$ cat src/oaht_pkg.sv
// Package for the open-address hash table: request, status and state codes.
// No dependencies.
`timescale 1ns / 1ps
package oaht_pkg;
    localparam int TABLE_DEPTH_DEF = 256;
    localparam int KEY_DIGITS_DEF  = 16;
    localparam int CHUNK_DIGITS    = 7;
    localparam int CHUNK_BITS      = 4 * CHUNK_DIGITS;

    localparam logic [1:0] REQ_ADD    = 2'd0;
    localparam logic [1:0] REQ_FIND   = 2'd1;
    localparam logic [1:0] REQ_CLEAR  = 2'd2;
    localparam logic [1:0] REQ_UNUSED = 2'd3;

    localparam logic [1:0] CFG_SIZE  = 2'd0;
    localparam logic [1:0] CFG_HASH  = 2'd1;
    localparam logic [1:0] CFG_PROBE = 2'd2;

    localparam logic [2:0] ST_OK        = 3'd0;
    localparam logic [2:0] ST_NOT_SETUP = 3'd1;
    localparam logic [2:0] ST_EMPTY_KEY = 3'd2;
    localparam logic [2:0] ST_EMPTY_VAL = 3'd3;
    localparam logic [2:0] ST_FULL      = 3'd4;
    localparam logic [2:0] ST_NO_INSERT = 3'd5;
    localparam logic [2:0] ST_DUPLICATE = 3'd6;
    localparam logic [2:0] ST_NOT_FOUND = 3'd7;

    typedef enum logic [3:0] {
        S_IDLE, S_HASH, S_MOD, S_CLEAR, S_READ, S_CHECK, S_STEP, S_DONE
    } t_state;

    typedef struct packed {
        logic start;
        logic busy;
        logic done;
    } t_mod_ctl;
endpackage

$ cat src/oaht_mod.sv
// Restoring remainder unit: a % b, one quotient bit per cycle.
// Depends on oaht_pkg.
`timescale 1ns / 1ps
module oaht_mod #(
    parameter int AW = 28,
    parameter int BW = 17
) (
    input  logic            i_clk,
    input  logic            i_rst_n,
    input  logic            i_start,
    input  logic [AW-1:0]   i_a,
    input  logic [BW-1:0]   i_b,
    output logic            o_done,
    output logic [BW-1:0]   o_rem
);
    import oaht_pkg::*;
    localparam int CW = $clog2(AW + 1);

    logic [AW-1:0] r_a;
    logic [BW-1:0] r_b;
    logic [BW:0]   r_rem;
    logic [CW-1:0] r_cnt;
    logic          r_busy, r_done;
    logic [BW:0]   n_shift;

    assign n_shift = {r_rem[BW-1:0], r_a[AW-1]};
    assign o_done  = r_done;
    assign o_rem   = r_rem[BW-1:0];

    always_ff @(posedge i_clk) begin
        if (!i_rst_n) begin
            r_busy <= 1'b0;
            r_done <= 1'b0;
        end else begin
            r_done <= 1'b0;
            if (i_start) begin
                r_a    <= i_a;
                r_b    <= i_b;
                r_rem  <= '0;
                r_cnt  <= CW'(AW);
                r_busy <= 1'b1;
            end else if (r_busy) begin
                r_a <= {r_a[AW-2:0], 1'b0};
                if (n_shift >= {1'b0, r_b}) r_rem <= n_shift - {1'b0, r_b};
                else r_rem <= n_shift;
                r_cnt <= r_cnt - 1'b1;
                if (r_cnt == CW'(1)) begin
                    r_busy <= 1'b0;
                    r_done <= 1'b1;
                end
            end
        end
    end
endmodule

$ cat config.mk
export PLATFORM = sky130hd
export DESIGN_NAME = oaht_mod
export DESIGN_NICKNAME = d
export VERILOG_FILES = /design/src/oaht_pkg.sv /design/src/oaht_mod.sv
export SDC_FILE = /design/constraint.sdc
export NUM_CORES = 1
export LEC_CHECK = 0
export BUFFER_PORTS_ARGS = -buffer_cell sky130_fd_sc_hd__clkbuf_2
export CAP_MARGIN = 10
export CORE_UTILIZATION = 50
export CTS_CLUSTER_DIAMETER = 80
export DETAILED_ROUTE_END_ITERATION = 8
export PLACE_DENSITY = 0.75
export SYNTH_ARGS = -nofsm -noshare
export SYNTH_HDL_FRONTEND = slang
export SYNTH_SLANG_ARGS = --single-unit
$ cat constraint.sdc
create_clock -name i_clk -period 2.5 [get_ports i_clk]
set_input_delay 0.25 -clock i_clk [delete_from_list [all_inputs] [get_ports i_clk]]
set_output_delay 0.25 -clock i_clk [all_outputs]
set_load 0.05 [all_outputs]
[After elaboration in Yosys (flattened, before gate mapping)]
Index checks and enable logic that the tools add are counted.
Cells by class
  reduce and logical (&&, ||, !) cells: 4
  multiplexer cells: 9
  $lt $le $gt $ge: 1
  $add $sub $neg: 2
  bitwise gates (word level): 2
  equal/unequal tests: 1
Operators with widths (count)
  $mux 28: 2
  $mux 17: 2
  $ge 18x17->1: 1
  $sub 17x17->17: 1
  $eq 5x1->1 const B: 1
  $mux 5: 1
  $sub 5x1->5 const B: 1
  $mux 1: 4
  $reduce_and 2->1: 2
  $reduce_or 3->1: 1
  $not 1->1: 2
  $reduce_bool 2->1: 1
Storage, ports and cells
  output and inout bits: 18
  logic and storage cells: 25
  input bits: 48
  flip-flop bits (word level): 69

[Depth between registers and ports, before layout]
  word-level depth: 4
  mapped depth: 11
  mapped depth without buffers: 10

[Worst setup path after synthesis]
No wires, ideal clock.
  path kind: flip-flop to flip-flop
  from: register r_rem[0]
  to: register r_rem[14], data pin
  setup slack: -71 ps
  clock period less this slack: 2571 ps
  buffers on the path: 0
  stages on the path, launching flop included: 8
  data required time: 2353 ps
  arrival time: 2424 ps
  setup time: 147 ps
  cells stage by stage: edfxtp_1 fa_1 a211oi_2 o21ai_2 o221a_1 o21ai_1 or3b_1 a21oi_1
Between the ends
  longest elaborated chain between the ends: 3
  elaborated cells on any way between the ends: 4
  those cells by class: add/sub (1); order compare (1); mux (2)
RTL lines
  from (decl): line oaht_mod.sv:21  | logic [BW:0] r_rem;
  from (signal assigned): line oaht_mod.sv:44  | if (n_shift >= {1'b0, r_b}) r_rem <= n_shift - {1'b0, r_b};
  from (signal assigned): line oaht_mod.sv:45  | else r_rem <= n_shift;
  $sub 17x17->17 / $ge 18x17->1 (equally long branches): line oaht_mod.sv:44
  $mux 17 (*): line oaht_mod.sv:44
  $mux 17 (*): line oaht_mod.sv:42  | end else if (r_busy) begin
Mark *: on every way between the ends. The rest lies on a longest branch, timed or not. The select of a mux whose other input is x is not followed.
A chain may end at the register's enable or synchronous reset.

[Worst setup path in the final report]
  from: register r_a[27]
  to: register r_rem[14], data pin
Between the ends
  longest elaborated chain between the ends: 3
  elaborated cells on any way between the ends: 4
  those cells by class: add/sub (1); order compare (1); mux (2)
RTL lines
  from (decl): line oaht_mod.sv:19  | logic [AW-1:0] r_a;
  from (signal assigned): line oaht_mod.sv:37  | r_a <= i_a;
  from (signal assigned): line oaht_mod.sv:43  | r_a <= {r_a[AW-2:0], 1'b0};
  $sub 17x17->17 / $ge 18x17->1 (equally long branches): line oaht_mod.sv:44
  $mux 17 (*): line oaht_mod.sv:44
  $mux 17 (*): line oaht_mod.sv:42
Marked as above.

==> flow_summary.json <==
{
  "yosys.area_share.simple_pct": 10.1,
  "tightest_slew_ps": 489,
  "cts-hold-fix-buffers": 0,
  "synthMuxAreaShare_pct": 8.43,
  "max-slew-margin-rel_pct": 67.4,
  "grt_pass1_wl_um": 12600,
  "cp_top_family": "compound AO/OA/AOI/OAI gates",
  "syn_area_mm2": 0.00384,
  "hold_ws_ps": 68.0,
  "boundaryPins": 66,
  "cts_tree": "done",
  "avgSynthCellArea_um2": 12.2,
  "drt_iter0_markers": 151,
  "layout.cells.non_filler": 502,
  "yosysTopAreaCellShare_pct": 52.3,
  "num_rows": 31,
  "core_mm2": 0.00733,
  "async_flop_share_pct": 0,
  "io_buffers": 65,
  "hold_path.class": "input pin to flop",
  "nets": 466,
  "ctsRootBufferMaster": "clkbuf_8",
  "avgRoutedWirePerCell_um": 15.6,
  "setup_tns_ps": 0,
  "worstPathRequired_ps": 2700,
  "synth_compound_gate_area_share_pct": 15.2,
  "path_cells": "inv_2, ha_4, inv_2, fa_2, a211oi_2, o21ai_2, o221a_1, o21ai_1, or3b_4, a21oi_2",
  "worst-setup-path-type": "flop to flop",
  "fin_ws_ps": 38.8,
  "worst_setup_path_end_kind": "flop",
  "yosys_warnings": 0,
  "cts_inserted_buffers": 9,
  "min_period_ps": 2460,
  "synth_edf_count": 67,
  "cpMostUsedCell": "inv_2",
  "holdPathStages": 1,
  "synth_ff_type": "edfxtp_1",
  "worst-path-buf-inv": 2,
  "synth_top_area_cell": "edfxtp_1",
  "die_area_mm2": 0.00804,
  "slew_violations": 0,
  "hold_viol_final": 0,
  "synth_area_leaders": "edfxtp_1 52%, mux2_2 7.9%, ha_1 6.2%",
  "drv_cap": 0,
  "cts-htree-levels": 3,
  "synth.distinct_cells": 60,
  "peakVddDrop_mv": 0.403,
  "vias": 2769,
  "fin_crit_sh_pct": 98.4,
  "gp_congestion": 0.883,
  "place_area_mm2": 0.00436,
  "grt_use_total_pct": 21.2,
  "antenna_found_initial": 0,
  "cpPeakStageDelay_ps": 400,
  "fillerInstances": 611,
  "synth_fa_ha_area_share_pct": 6.70,
  "ant_nets": 0,
  "ys_ff_latch": 69,
  "dp_hpwl_um": 5630,
  "start_util_pct": 52.4,
  "rsz0062_at_grt": "true",
  "p_leak_nw": 1.85,
  "p_per_area_mw_per_mm2": 696,
  "worstPathArrival_ps": 2670,
  "via_per_inst": 5.52,
  "setup_viol": 0,
  "cp.depth": 10,
  "pre_cts_ws_ps": 10.2,
  "grt_max_degree": 38,
  "dr.pass1.iters": 4,
  "die_x_um": 89.7,
  "path_clk_slew_ps": 80,
  "drive_gt1_share_pct": 37.5,
  "cts.sinks": 69,
  "fp.dieH_um": 89.7,
  "dp_cells": 484,
  "status": "finished clean",
  "synth_seq_area_share_pct": 53.4,
  "fmax_ghz": 0.406,
  "drcViolationCount": 0,
  "grt_overflow": 0,
  "synth_top_family_by_area": "compound AO/OA/AOI/OAI gates",
  "grt_pass1_vias": 2765,
  "syn_nets": 384,
  "insertion_delay_ps": 360,
  "reg2regPathDepth": 10,
  "start_kind": "flop",
  "cp_slowest_cell": "edfxtp_1",
  "synthCells": 316,
  "fin_area_mm2": 0.00460,
  "synth_xor_area_share_pct": 2.28,
  "clock_path_buffers": 2,
  "fin_skew_ps": 13.4,
  "antennaDiodeCount": 0,
  "worst-path-max-fanout": 3,
  "area_growth_pct": 19.5,
  "routed_wl_um": 7840
}
[cells in the mapped netlist, types with 2 or more instances]
master / instances
o21a_1: 5
mux2_2: 27
mux2i_1: 2
a21o_1: 3
a211oi_2: 4
a31oi_1: 2
o22ai_1: 2
inv_1: 24
nor2_1: 13
o21ai_1: 3
nand3_1: 5
o21ai_0: 8
o21ai_2: 4
o211ai_1: 2
o31ai_1: 3
and3_1: 3
a21oi_1: 27
nand2_1: 27
clkbuf_1: 6
nand2b_1: 6
xnor2_1: 10
buf_4: 3
or3_1: 2
dfxtp_1: 2
nor3_1: 2
nand4_1: 2
edfxtp_1: 67
ha_1: 19
nor2b_1: 2
[cell type report]
type	instances	area [um^2]	share of cell area, %
Sequential cell	69	2050	44.7
Clock buffer	11	131	2.86
Inverter	24	90.1	1.96
Tap cell	99	124	2.70
Multi-Input combinational cell	212	1680	36.5
Clock inverter	5	51.3	1.12
Timing Repair Buffer	82	469	10.2
[stage by stage]
step | power (W) | utilization [%]
2_1_floorplan | 0.00209 | -
3_3_place_gp | 0.00229 | 59.5
3_5_place_dp | 0.00231 | 59.5
4_1_cts | 0.00320 | 62.0
5_1_grt | 0.00336 | 62.7
6_report | 0.00320 | 62.7
[cells by family after synthesis]
family | Yosys count
AND/OR/NAND/NOR | 73
flip-flops | 69
multiplexers | 29
AO/OA/AOI/OAI | 80
adder cells (fa/ha/maj) | 20
XOR/XNOR | 10
buffers and inverters | 35
[report_power, final]
| part | internal, W | switching (W) | leakage, nW | total [W] |
|---|---|---|---|---|
| Sequential | 0.00138 | 0.0000450 | 0.654 | 0.00143 |
| Clock | 0.000455 | 0.000430 | 0.0907 | 0.000885 |
| Combinational | 0.000362 | 0.000523 | 1.10 | 0.000885 |
| Total | 0.00220 | 0.000998 | 1.85 | 0.00320 |
[flip-flops by register name, summed over array words and instances, names as in the netlist]
register / count
o_done: 1
r_b: 17
r_cnt: 5
r_a: 28
r_busy: 1
r_rem: 17
[per-layer routing]
metal / track usage, % / part of all wire [%] / vias to the layer above / routed length (um)
met5: 0 / 0 / - / 0
li1: - / - / 1350 / -
met4: 9.38 / 1.4 / 0 / 108
met3: 7.77 / 6.6 / 10 / 516
met1: 24.6 / 42 / 1323 / 3300
met2: 35.1 / 50 / 86 / 3910
[worst paths after layout]
| kind | to | slack [ps] | start |
|---|---|---|---|
| hold / removal | r_b[5] | 70 | i_b[5] |
| hold reg to reg | o_done | 540 | r_busy |
| setup reg to reg | r_rem[14] | 40 | r_a[27] |
| setup / recovery | r_rem[14] | 40 | r_a[27] |
[placed cells by master (no fill, tap or decap), drive strengths merged, types with 4 or more instances in the layout]
cell type	Yosys	layout
a211oi	5	5
a21oi	28	28
and3	4	4
buf	5	17
clkbuf	6	76
edfxtp	67	67
ha	19	19
inv	24	24
mux2	27	27
nand2	27	27
nand2b	6	6
nand3	6	6
nor2	14	14
o21a	5	5
o21ai	15	15
xnor2	10	10
[repair_timing]
item	in CTS	in global routing
pin swaps	1	9
resized for setup	0	11
buffers inserted	0	2
endpoints found under the setup margin	1	17
(Power assumes the default switching activity.)
